[config.mk]
export PLATFORM = sky130hd
export DESIGN_NAME = load_throttle_delay_tracker_unit
export DESIGN_NICKNAME = d
export VERILOG_FILES = /design/src/sv/ltdt_pkg.sv /design/src/sv/ltdt_ctrl.sv /design/src/sv/ltdt_dp.sv /design/src/sv/load_throttle_delay_tracker_unit.sv
export SDC_FILE = /design/constraint.sdc
export NUM_CORES = 2
export LEC_CHECK = 0
export BUFFER_PORTS_ARGS = -buffer_cell sky130_fd_sc_hd__buf_2
export CAP_MARGIN = 20
export CORE_UTILIZATION = 52
export CTS_CLUSTER_SIZE = 14
export DETAILED_ROUTE_END_ITERATION = 6
export GPL_TIMING_DRIVEN = 0
export PLACE_DENSITY = 0.66
export SETUP_SLACK_MARGIN = 0.15
export SYNTH_ARGS = -nofsm -noshare
export SYNTH_HDL_FRONTEND = slang
export SYNTH_SLANG_ARGS = --single-unit
[constraint.sdc]
create_clock -name clk -period 7.8 [get_ports clk]
set_input_delay 1.56 -clock clk [delete_from_list [all_inputs] [get_ports clk]]
set_output_delay 1.56 -clock clk [all_outputs]
set_load 0.05 [all_outputs]
[src/sv/ltdt_pkg.sv]
// Package for the load throttle delay tracker: widths, constants, the
// controller-to-datapath command struct and small helper functions.
// No dependencies.
package ltdt_pkg;

  // Field widths.
  localparam int TIME_W   = 48;
  localparam int DELAY_W  = 11;
  localparam int METRIC_W = 2;
  localparam int QUEUE_W  = 16;
  localparam int AVG_W    = 24;
  localparam int RETRY_W  = 32;
  localparam int ELEM_W   = 16;
  localparam int BYTES_W  = 32;
  localparam int DUR_W    = 32;

  // Metric slots.
  localparam int NUM_METRICS = 3;
  localparam logic [METRIC_W-1:0] M_QUEUE = 2'd0;
  localparam logic [METRIC_W-1:0] M_RETRY = 2'd1;
  localparam logic [METRIC_W-1:0] M_NODE  = 2'd2;

  // Configuration register indexes (taken from paddr[2]).
  localparam logic REG_ELEM_SPLIT = 1'b0;
  localparam logic REG_BYTE_SPLIT = 1'b1;
  localparam logic [ELEM_W-1:0]  ELEM_SPLIT_RST = 16'd1000;
  localparam logic [BYTES_W-1:0] BYTE_SPLIT_RST = 32'd8192;

  // Backoff constants.
  localparam logic [DELAY_W-1:0] DELAY_CAP = 11'd1024;
  // queue / 10 as (queue * 52429) >> 19, exact over 16 bits.
  localparam logic [15:0] QUEUE_RECIP = 16'd52429;
  // retry / 100 as (retry * 167773) >> 24, exact below 199729.
  localparam logic [17:0] RETRY_RECIP = 18'd167773;
  // From this retry value on, the retry backoff is capped.
  localparam logic [RETRY_W-1:0] RETRY_CAP_MIN = 32'd100400;
  // x / 100 as (x * 41) >> 12, exact for x below 1000.
  localparam logic [15:0] HUNDRED_RECIP = 16'd41;
  // Number of multiples of the split size that are compared.
  localparam int NODE_STEPS = 12;
  localparam int STEP_W     = 4;

  // One-cycle commands from the controller to the datapath.
  typedef struct packed {
    logic load;   // capture an input beat
    logic mul;    // run the reciprocal and duration multipliers
    logic back;   // form queue and retry backoffs
    logic step;   // one compare-and-add step of the node size unit
    logic apply;  // update the metric table
    logic pick;   // select the winner into the output register
  } cmd_t;

  // Saturating add of a duration to a time stamp.
  function automatic logic [TIME_W-1:0] sat_add(input logic [TIME_W-1:0] t,
                                                input logic [DUR_W-1:0] d);
    logic [TIME_W:0] s;
    s = {1'b0, t} + {{(TIME_W + 1 - DUR_W){1'b0}}, d};
    return s[TIME_W] ? {TIME_W{1'b1}} : s[TIME_W-1:0];
  endfunction

  // Node backoff from a quotient already capped at twelve.
  function automatic logic [DELAY_W-1:0] node_backoff(input logic [STEP_W-1:0] x);
    logic [DELAY_W-1:0] d;
    if (x < 4'd2) begin
      d = '0;
    end else if (x < 4'd12) begin
      d = DELAY_W'(1) << (x - 4'd2);
    end else begin
      d = DELAY_CAP;
    end
    return d;
  endfunction

endpackage

[src/sv/ltdt_ctrl.sv]
// Controller of the load throttle delay tracker: sequences one item through
// the datapath and owns the handshake flags. Depends on ltdt_pkg.
module ltdt_ctrl (
  input  logic           clk,
  input  logic           rst_n,
  input  logic           in_tvalid,
  output logic           in_tready,
  output logic           out_tvalid,
  input  logic           out_tready,
  output ltdt_pkg::cmd_t cmd
);

  typedef enum logic [2:0] {
    S_IDLE,
    S_MUL,
    S_BACK,
    S_STEP,
    S_APPLY,
    S_PICK
  } state_t;

  state_t state_r, state_nxt;
  logic [ltdt_pkg::STEP_W-1:0] step_cnt_r, step_cnt_nxt;
  logic out_valid_r, out_valid_nxt;
  logic pick_ok;

  assign in_tready  = (state_r == S_IDLE);
  assign out_tvalid = out_valid_r;
  // The output register can take a new result when empty or being drained.
  assign pick_ok    = !out_valid_r || out_tready;

  // Next state, step count and command decode.
  always_comb begin
    state_nxt    = state_r;
    step_cnt_nxt = step_cnt_r;
    cmd          = '0;
    unique case (state_r)
      S_IDLE: begin
        if (in_tvalid) begin
          cmd.load  = 1'b1;
          state_nxt = S_MUL;
        end
      end
      S_MUL: begin
        cmd.mul   = 1'b1;
        state_nxt = S_BACK;
      end
      S_BACK: begin
        cmd.back     = 1'b1;
        step_cnt_nxt = '0;
        state_nxt    = S_STEP;
      end
      S_STEP: begin
        cmd.step     = 1'b1;
        step_cnt_nxt = step_cnt_r + 1'b1;
        if (step_cnt_r == ltdt_pkg::STEP_W'(ltdt_pkg::NODE_STEPS - 1)) begin
          state_nxt = S_APPLY;
        end
      end
      S_APPLY: begin
        cmd.apply = 1'b1;
        state_nxt = S_PICK;
      end
      S_PICK: begin
        if (pick_ok) begin
          cmd.pick  = 1'b1;
          state_nxt = S_IDLE;
        end
      end
      default: state_nxt = S_IDLE;
    endcase
    out_valid_nxt = (out_valid_r && !out_tready) || cmd.pick;
  end

  // State and registered outputs.
  always_ff @(posedge clk) begin
    if (!rst_n) begin
      state_r     <= S_IDLE;
      step_cnt_r  <= '0;
      out_valid_r <= 1'b0;
    end else begin
      state_r     <= state_nxt;
      step_cnt_r  <= step_cnt_nxt;
      out_valid_r <= out_valid_nxt;
    end
  end

endmodule

[src/sv/ltdt_dp.sv]
// Datapath of the load throttle delay tracker: input capture, backoff
// arithmetic, node size step unit, metric table and output register.
// Depends on ltdt_pkg; driven by commands from ltdt_ctrl.
module ltdt_dp (
  input  logic                            clk,
  input  logic                            rst_n,
  input  ltdt_pkg::cmd_t                  cmd,
  input  logic [ltdt_pkg::TIME_W-1:0]     now_ms,
  input  logic                            load_valid,
  input  logic [ltdt_pkg::QUEUE_W-1:0]    queue_size,
  input  logic [ltdt_pkg::AVG_W-1:0]      split_time_avg,
  input  logic [ltdt_pkg::RETRY_W-1:0]    retry_ms,
  input  logic                            size_valid,
  input  logic [ltdt_pkg::ELEM_W-1:0]     node_elements,
  input  logic [ltdt_pkg::BYTES_W-1:0]    node_bytes,
  input  logic [ltdt_pkg::ELEM_W-1:0]     element_split_size,
  input  logic [ltdt_pkg::BYTES_W-1:0]    byte_split_size,
  output logic [ltdt_pkg::DELAY_W-1:0]    current_delay,
  output logic [ltdt_pkg::METRIC_W-1:0]   winning_metric
);

  localparam int ACC_E_W = ltdt_pkg::ELEM_W + 4;
  localparam int ACC_B_W = ltdt_pkg::BYTES_W + 4;

  // Captured item.
  logic [ltdt_pkg::TIME_W-1:0]  now_r;
  logic                         load_v_r, size_v_r;
  logic [ltdt_pkg::QUEUE_W-1:0] queue_r;
  logic [ltdt_pkg::AVG_W-1:0]   avg_r;
  logic [ltdt_pkg::RETRY_W-1:0] retry_r;
  logic [ltdt_pkg::ELEM_W-1:0]  nelem_r;
  logic [ltdt_pkg::BYTES_W-1:0] nbytes_r;

  // Multiplier results.
  logic [31:0] qmul_r;
  logic [39:0] prod0_r;
  logic [34:0] rmul_r;
  logic        retry_big_r;

  // Backoff results.
  logic [ltdt_pkg::DELAY_W-1:0] d0_r, d0_nxt, d1_r, d1_nxt;
  logic [ltdt_pkg::DUR_W-1:0]   dur0_r, dur0_nxt;

  // Node size step unit.
  logic [ACC_E_W-1:0] acc_e_r;
  logic [ACC_B_W-1:0] acc_b_r;
  logic [ltdt_pkg::STEP_W-1:0] cnt_e_r, cnt_b_r;
  logic [ltdt_pkg::ELEM_W-1:0]  es_eff;
  logic [ltdt_pkg::BYTES_W-1:0] bs_eff;

  // Metric table.
  logic [ltdt_pkg::DELAY_W-1:0] delay_r  [ltdt_pkg::NUM_METRICS];
  logic [ltdt_pkg::TIME_W-1:0]  expiry_r [ltdt_pkg::NUM_METRICS];

  // Output register.
  logic [ltdt_pkg::DELAY_W-1:0]  cur_delay_r;
  logic [ltdt_pkg::METRIC_W-1:0] win_r;

  logic [12:0] q;
  logic [10:0] r;
  logic [9:0]  r_off;
  logic [15:0] kmul;
  logic [ltdt_pkg::DELAY_W-1:0] de, db, dn;
  logic [ltdt_pkg::DELAY_W-1:0] best;
  logic [ltdt_pkg::METRIC_W-1:0] win;

  // A split size of zero counts as one.
  assign es_eff = (element_split_size == '0) ? ltdt_pkg::ELEM_W'(1) : element_split_size;
  assign bs_eff = (byte_split_size == '0) ? ltdt_pkg::BYTES_W'(1) : byte_split_size;

  // Queue and retry backoffs from the registered products.
  always_comb begin
    q     = qmul_r[31:19];
    r     = rmul_r[34:24];
    r_off = 10'(r - 11'd4);
    kmul  = 16'(r_off) * ltdt_pkg::HUNDRED_RECIP;
    if (q < 13'd5) begin
      d0_nxt = '0;
    end else if (q < 13'd14) begin
      d0_nxt = ltdt_pkg::DELAY_W'(1) << 4'(q - 13'd4);
    end else begin
      d0_nxt = ltdt_pkg::DELAY_CAP;
    end
    dur0_nxt = ltdt_pkg::DUR_W'((41'(prod0_r) + 41'd511) >> 9);
    if (retry_big_r) begin
      d1_nxt = ltdt_pkg::DELAY_CAP;
    end else if (r < 11'd5) begin
      d1_nxt = '0;
    end else begin
      d1_nxt = ltdt_pkg::DELAY_W'(1) << kmul[15:12];
    end
  end

  // Node delay and winner selection.
  always_comb begin
    de   = ltdt_pkg::node_backoff(cnt_e_r);
    db   = ltdt_pkg::node_backoff(cnt_b_r);
    dn   = (de > db) ? de : db;
    best = '0;
    win  = ltdt_pkg::M_QUEUE;
    for (int i = 0; i < ltdt_pkg::NUM_METRICS; i++) begin
      if (expiry_r[i] > now_r && best < delay_r[i]) begin
        best = delay_r[i];
        win  = ltdt_pkg::METRIC_W'(i);
      end
    end
  end

  // Input capture, multipliers, backoffs and step unit.
  always_ff @(posedge clk) begin
    if (cmd.load) begin
      now_r    <= now_ms;
      load_v_r <= load_valid;
      size_v_r <= size_valid;
      queue_r  <= queue_size;
      avg_r    <= split_time_avg;
      retry_r  <= retry_ms;
      nelem_r  <= node_elements;
      nbytes_r <= node_bytes;
    end
    if (cmd.mul) begin
      qmul_r      <= 32'(queue_r) * 32'(ltdt_pkg::QUEUE_RECIP);
      prod0_r     <= 40'(avg_r) * 40'(queue_r);
      rmul_r      <= 35'(retry_r[16:0]) * 35'(ltdt_pkg::RETRY_RECIP);
      retry_big_r <= (retry_r >= ltdt_pkg::RETRY_CAP_MIN);
    end
    if (cmd.back) begin
      d0_r    <= d0_nxt;
      dur0_r  <= dur0_nxt;
      d1_r    <= d1_nxt;
      acc_e_r <= ACC_E_W'(es_eff);
      acc_b_r <= ACC_B_W'(bs_eff);
      cnt_e_r <= '0;
      cnt_b_r <= '0;
    end
    // Step j compares the size against j times the split size.
    if (cmd.step) begin
      if (ACC_E_W'(nelem_r) >= acc_e_r) cnt_e_r <= cnt_e_r + 1'b1;
      if (ACC_B_W'(nbytes_r) >= acc_b_r) cnt_b_r <= cnt_b_r + 1'b1;
      acc_e_r <= acc_e_r + ACC_E_W'(es_eff);
      acc_b_r <= acc_b_r + ACC_B_W'(bs_eff);
    end
    if (cmd.pick) begin
      cur_delay_r <= best;
      win_r       <= win;
    end
  end

  // Metric table update.
  always_ff @(posedge clk) begin
    if (!rst_n) begin
      for (int i = 0; i < ltdt_pkg::NUM_METRICS; i++) begin
        delay_r[i]  <= '0;
        expiry_r[i] <= '0;
      end
    end else if (cmd.apply) begin
      if (load_v_r) begin
        delay_r[ltdt_pkg::M_QUEUE]  <= d0_r;
        expiry_r[ltdt_pkg::M_QUEUE] <= ltdt_pkg::sat_add(now_r, dur0_r);
        delay_r[ltdt_pkg::M_RETRY]  <= d1_r;
        expiry_r[ltdt_pkg::M_RETRY] <= ltdt_pkg::sat_add(now_r,
                                          ltdt_pkg::DUR_W'({d1_r, 1'b0}));
      end
      if (size_v_r && (expiry_r[ltdt_pkg::M_NODE] < now_r ||
                       delay_r[ltdt_pkg::M_NODE] < dn)) begin
        delay_r[ltdt_pkg::M_NODE]  <= dn;
        expiry_r[ltdt_pkg::M_NODE] <= ltdt_pkg::sat_add(now_r,
                                         ltdt_pkg::DUR_W'({dn, 1'b0}));
      end
    end
  end

  assign current_delay  = cur_delay_r;
  assign winning_metric = win_r;

endmodule

[src/sv/load_throttle_delay_tracker_unit.sv]
// Top level of the load throttle delay tracker: stream ports, APB register
// file and assertions. Depends on ltdt_pkg, ltdt_ctrl and ltdt_dp.
//
// Usage: each input beat carries the current time and optional load and node
// size reports (flags in in_tuser). Every beat yields exactly one output beat
// with the largest unexpired metric delay and the metric that gives it.
// An item passes, from acceptance to the next possible acceptance, through the
// accept cycle, the multiplier stage, the backoff stage, twelve compare-and-add
// steps of the node size unit (one multiple of the split size per step), the
// table update and the winner selection, which loads the output register. The
// output register holds a finished result while the receiver stalls and the
// next beat may be accepted meanwhile; a second result waits in the select
// stage until the register drains.
// Reset clears all metric delays and expiries, loads element_split_size with
// 1000 and byte_split_size with 8192, and empties the output register.
// Registers: element_split_size at address 0, byte_split_size at address 4;
// write them only while no beat is in flight.
module load_throttle_delay_tracker_unit (
  input  logic         clk,
  input  logic         rst_n,
  input  logic         in_tvalid,
  output logic         in_tready,
  // now_ms[47:0], queue_size[63:48], split_time_avg[87:64], retry_ms[119:88],
  // node_elements[135:120], node_bytes[167:136]
  input  logic [167:0] in_tdata,
  // load_valid[0], size_valid[1]
  input  logic [1:0]   in_tuser,
  output logic         out_tvalid,
  input  logic         out_tready,
  // current_delay[10:0], winning_metric[12:11], zero[15:13]
  output logic [15:0]  out_tdata,
  input  logic         cfg_psel,
  input  logic         cfg_penable,
  input  logic         cfg_pwrite,
  input  logic [2:0]   cfg_paddr,
  input  logic [31:0]  cfg_pwdata,
  output logic [31:0]  cfg_prdata,
  output logic         cfg_pready
);

  logic [ltdt_pkg::ELEM_W-1:0]  elem_split_r;
  logic [ltdt_pkg::BYTES_W-1:0] byte_split_r;
  logic                         cfg_wr;
  ltdt_pkg::cmd_t               cmd;
  logic [ltdt_pkg::DELAY_W-1:0]  cur_delay;
  logic [ltdt_pkg::METRIC_W-1:0] win_metric;

  // Register file.
  assign cfg_pready = 1'b1;
  assign cfg_wr     = cfg_psel && cfg_penable && cfg_pwrite && cfg_pready;

  always_ff @(posedge clk) begin
    if (!rst_n) begin
      elem_split_r <= ltdt_pkg::ELEM_SPLIT_RST;
      byte_split_r <= ltdt_pkg::BYTE_SPLIT_RST;
    end else if (cfg_wr) begin
      if (cfg_paddr[2] == ltdt_pkg::REG_ELEM_SPLIT) begin
        elem_split_r <= cfg_pwdata[ltdt_pkg::ELEM_W-1:0];
      end else begin
        byte_split_r <= cfg_pwdata;
      end
    end
  end

  assign cfg_prdata = (cfg_paddr[2] == ltdt_pkg::REG_BYTE_SPLIT) ? byte_split_r
                                                                 : 32'(elem_split_r);

  ltdt_ctrl u_ctrl (
    .clk        (clk),
    .rst_n      (rst_n),
    .in_tvalid  (in_tvalid),
    .in_tready  (in_tready),
    .out_tvalid (out_tvalid),
    .out_tready (out_tready),
    .cmd        (cmd)
  );

  ltdt_dp u_dp (
    .clk                (clk),
    .rst_n              (rst_n),
    .cmd                (cmd),
    .now_ms             (in_tdata[47:0]),
    .load_valid         (in_tuser[0]),
    .queue_size         (in_tdata[63:48]),
    .split_time_avg     (in_tdata[87:64]),
    .retry_ms           (in_tdata[119:88]),
    .size_valid         (in_tuser[1]),
    .node_elements      (in_tdata[135:120]),
    .node_bytes         (in_tdata[167:136]),
    .element_split_size (elem_split_r),
    .byte_split_size    (byte_split_r),
    .current_delay      (cur_delay),
    .winning_metric     (win_metric)
  );

  assign out_tdata = {3'b000, win_metric, cur_delay};

  // The delay never exceeds the backoff cap.
  assert property (@(posedge clk) disable iff (!rst_n)
    out_tvalid |-> out_tdata[10:0] <= ltdt_pkg::DELAY_CAP)
    else $error("current_delay above cap");

  // No delay means the winning metric reads as the queue slot.
  assert property (@(posedge clk) disable iff (!rst_n)
    (out_tvalid && out_tdata[10:0] == 11'd0) |-> out_tdata[12:11] == ltdt_pkg::M_QUEUE)
    else $error("winning_metric set with zero delay");

  // Metric index stays within the table.
  assert property (@(posedge clk) disable iff (!rst_n)
    out_tvalid |-> out_tdata[12:11] != 2'd3)
    else $error("winning_metric out of range");

  // An accepted beat keeps the controller busy in the next cycle.
  assert property (@(posedge clk) disable iff (!rst_n)
    (in_tvalid && in_tready) |=> !in_tready)
    else $error("controller did not leave idle");

endmodule
==> results.md <==
* Status: finished clean
* Hold_buf cts at 0
* Die area at approximately 110000 µm²
* Wire per inst at ~20 µm
* Post-Synthesis Cell Area at ~57000 µm²
* H-tree levels at 3
* Final worst setup slack at ~340 ps
* Global Route Usage Sum at 0.2716
* Synth top area share at 0.2836
* Initial Util at 0.5269
* Post-synthesis async set-or-reset flop share at 0
* Post-Route WL at 148500 µm
* Dominant cell type by area after synthesis: edfxtp_1
* Clock Skew at between 20 and 30 ps
* Largest net degree at the start of global routing at between 60 and 70
* Reg area at 17350 µm²
* Slew headroom at 0.2838
* Clk slew on worst S/H paths at ~50 ps
* Dpl hpwl at 116700 µm
* I/O pins at 263
* Xor-xnor portion of the synthesized cell area at 0.03510
* Synth Area in Adders at 0.3492
* Compound-gate portion of the synthesized area at 0.1047
* Site Rows at 120
* GRT overflow at 0
* TritonCTS clock tree: done
* Die Wd at 332.0 µm
* Setup CP Type: reg2reg
* Largest family of logic cells by synthesized area: adder cells
* Total Nets Final at ~7500
* Synth unique cells at a little under 90
* Synth Area in Simple Gates at 0.1268
* Ys flop type: edfxtp_1
* Cts bufs inserted at 75
* # setup viols final at 0
* Clock Sinks at about 600
* Final Util at 0.5879
* Most used cell, CP: a21o_1
* Worst Setup Start Kind: register
* CP max stage cell: or4_4
* Final Max Tran Viols at 0
* Tmin final at 7464 ps
* Tot Pwr at 25.32 mW
* Setup crit end kind: register
* Number of flops mapped to enable cells by yosys at ~540
* Post-route ant nets at 0
* Worst skew pair latency at between 600 and 700 ps
* DR iter-0 viols at between 3000 and 4000
* Worst-path maximum fanout at 10
* Worst hold path type: reg2reg
* Hold slack at ~500 ps
* #FFs+latches synth at 599
* GPL Wtd Cong at slightly above 0.9
* Pwr dens at roughly 400 nW/µm²
* RSZ-0062 raised after global routing: true
* Proportion of synthesized area in mux cells at 0.007864
* Layout fillers at 9341
* Root buffer cell: clkbuf_16
* Critical Path AT at between 7000 and 8000 ps
* Vias in the first global route at around 43000
* Final Hold Viols at 0
* Post-Place Setup Slack at -938.0 ps
* Dominant cells by area after synthesis: edfxtp_1 (28%), fa_1 (18%), ha_1 (17%), inv_1 (5.6%), nand2_1 (4.0%)
* WP buf/inv at 4
* Vias at 42260
* Leakage at 29.28 nW
* Drt first pass iters at 6
* Clk buf depth at 3
* Most frequent cells in the layout: inv_1 (829), ha_1 (772), nand2_1 (601)
* Seq/Total Area, Yosys at 0.3062
* VDD IR max at just under 900 µV
* P&R area growth vs syn at 11.57%
* Fmax at around 130 MHz
* First-pass GRT wire length at approximately 230000 µm
* Setup TNS at 0 ps
* Mapped Avg Cell Area at about 10 µm²
* Slew @ Worst Pin at 1047 ps
* Synth warn at 0
* DRC at 0
* Proportion of layout cells with a drive suffix above 1 at 0.09941
* Core box area at between 100000 and 150000 µm²
* Syn Inst Count at approximately 5600
* Area of the multi-input gates at roughly 36000 µm²
* Commonest non-fill, non-tap cell in the layout: inv_1
* Critical Path Max Stage Delay at 670 ps
* Final period util at 0.9569
* Port Buffers at 255
* Critical Path RT at 8190 ps
* Worst path top cell family by delay: simple AND/OR/NAND/NOR gates
* Initial antenna violation count at 2
* Vias per cell at 5.649
* Die H at between 300 and 400 µm
* Maxcap violations at 0
-- where the power goes --
part	total (mW)	internal (mW)	switching, mW
combinational	16.8	7.14	9.69
clock	3.63	2.16	1.47
sequential	4.86	4.56	0.295
-- cell usage after synthesis (8+ instances only) --
library cell / instances
o211ai_1: 13
nor2b_1: 36
nand2b_1: 38
a311oi_1: 11
xor2_1: 70
edfxtp_1: 535
xnor2_1: 157
or3_1: 30
inv_1: 839
clkbuf_1: 179
nor3b_1: 9
mux2_4: 8
nand4_1: 76
o21ai_0: 181
mux2_2: 20
o21a_1: 35
nand3_1: 93
o31ai_1: 10
ha_1: 773
o41ai_1: 8
a211oi_1: 33
buf_2: 15
nor2_1: 216
a21boi_0: 50
nand2_1: 603
a31oi_1: 35
nor4_1: 44
o21bai_1: 21
and4_1: 8
o2111ai_1: 13
and2_1: 187
and3_1: 33
mux2i_1: 10
or2_2: 13
a22o_1: 10
fa_1: 505
dfxtp_1: 64
nor3_1: 80
a21oi_1: 293
a21o_1: 127
-- cells by family after synthesis --
family	Yosys count
XOR/XNOR	227
flip-flops	599
AND/OR/NAND/NOR	1493
other	2
AO/OA/AOI/OAI	929
adder cells (fa/ha/maj)	1278
multiplexers	38
buffers and inverters	1044
-- routing by layer --
layer | part of all wire | global-route usage
met1 | 0.43 | 0.3621
met2 | 0.47 | 0.4473
met3 | 0.068 | 0.04595
met4 | 0.034 | 0.09427
met5 | 0 | 0
-- final timing paths --
| kind | from | to | slack, ps | depth (start not counted) |
|---|---|---|---|---|
| worst max-delay path | u_dp.now_r[45]$_DFFE_PP_ | u_dp.current_delay[2]$_DFFE_PP_ | 340 | 28 |
| worst min-delay path | elem_split_r[0]$_SDFFE_PN0P_ | elem_split_r[0]$_SDFFE_PN0P_ | 500 | 2 |
| worst max register to register | u_dp.now_r[45]$_DFFE_PP_ | u_dp.current_delay[2]$_DFFE_PP_ | 340 | 28 |
| worst min register to register | elem_split_r[0]$_SDFFE_PN0P_ | elem_split_r[0]$_SDFFE_PN0P_ | 500 | 2 |
-- sequential cells by signal, indices dropped and copies added (netlist names), 2 cells and up --
| signal | count |
|---|---|
| u_dp.acc_e_r | 20 |
| u_dp.d0_r | 11 |
| u_dp.d1_r | 11 |
| byte_split_r | 32 |
| u_ctrl.state_r | 3 |
| u_dp.now_r | 48 |
| u_dp.retry_r | 32 |
| u_dp.nelem_r | 16 |
| u_dp.prod0_r | 40 |
| u_dp.dur0_r | 32 |
| u_dp.cnt_e_r | 4 |
| u_dp.queue_r | 16 |
| u_dp.delay_r | 33 |
| u_dp.avg_r | 24 |
| u_dp.current_delay | 11 |
| elem_split_r | 16 |
| u_ctrl.step_cnt_r | 4 |
| u_dp.expiry_r | 144 |
| u_dp.rmul_r | 11 |
| u_dp.acc_b_r | 36 |
| u_dp.qmul_r | 13 |
| u_dp.cnt_b_r | 4 |
| u_dp.nbytes_r | 32 |
| u_dp.winning_metric | 2 |
-- worst min-delay path, stage by stage (launching register included) --
cell and delay, ps:
dfxtp_1 330, nand2_1 60, a21boi_0 60
-- timing repair --
action                                  in CTS  in global routing
buffers inserted                            31                 30
endpoints found under the setup margin      24                 27
resized for setup                           58                 58
pin swaps                                    1                  6
-- final cells by class --
| cell class | instances | area share |
|---|---|---|
| clock inverter | 48 | 0.008692 |
| inverter | 841 | 0.05009 |
| sequential | 599 | 0.2745 |
| tap | 1403 | 0.02778 |
| clock buffer | 89 | 0.03192 |
| timing repair buffer | 328 | 0.03061 |
| antenna | 3 | 0.0001188 |
| buffer | 201 | 0.01406 |
| multi-input combinational | 3970 | 0.5623 |
-- through the flow --
| stage | cell area (µm²) | instances |
|---|---|---|
| final | 63200 | 7482 |
| after global placement | 59690 | 7271 |
| after global routing | 63190 | 7481 |
| after detailed placement | 59910 | 7282 |
| after floorplan | 56650 | 5613 |
| after CTS | 62820 | 7449 |
(Power assumes the default switching activity.)
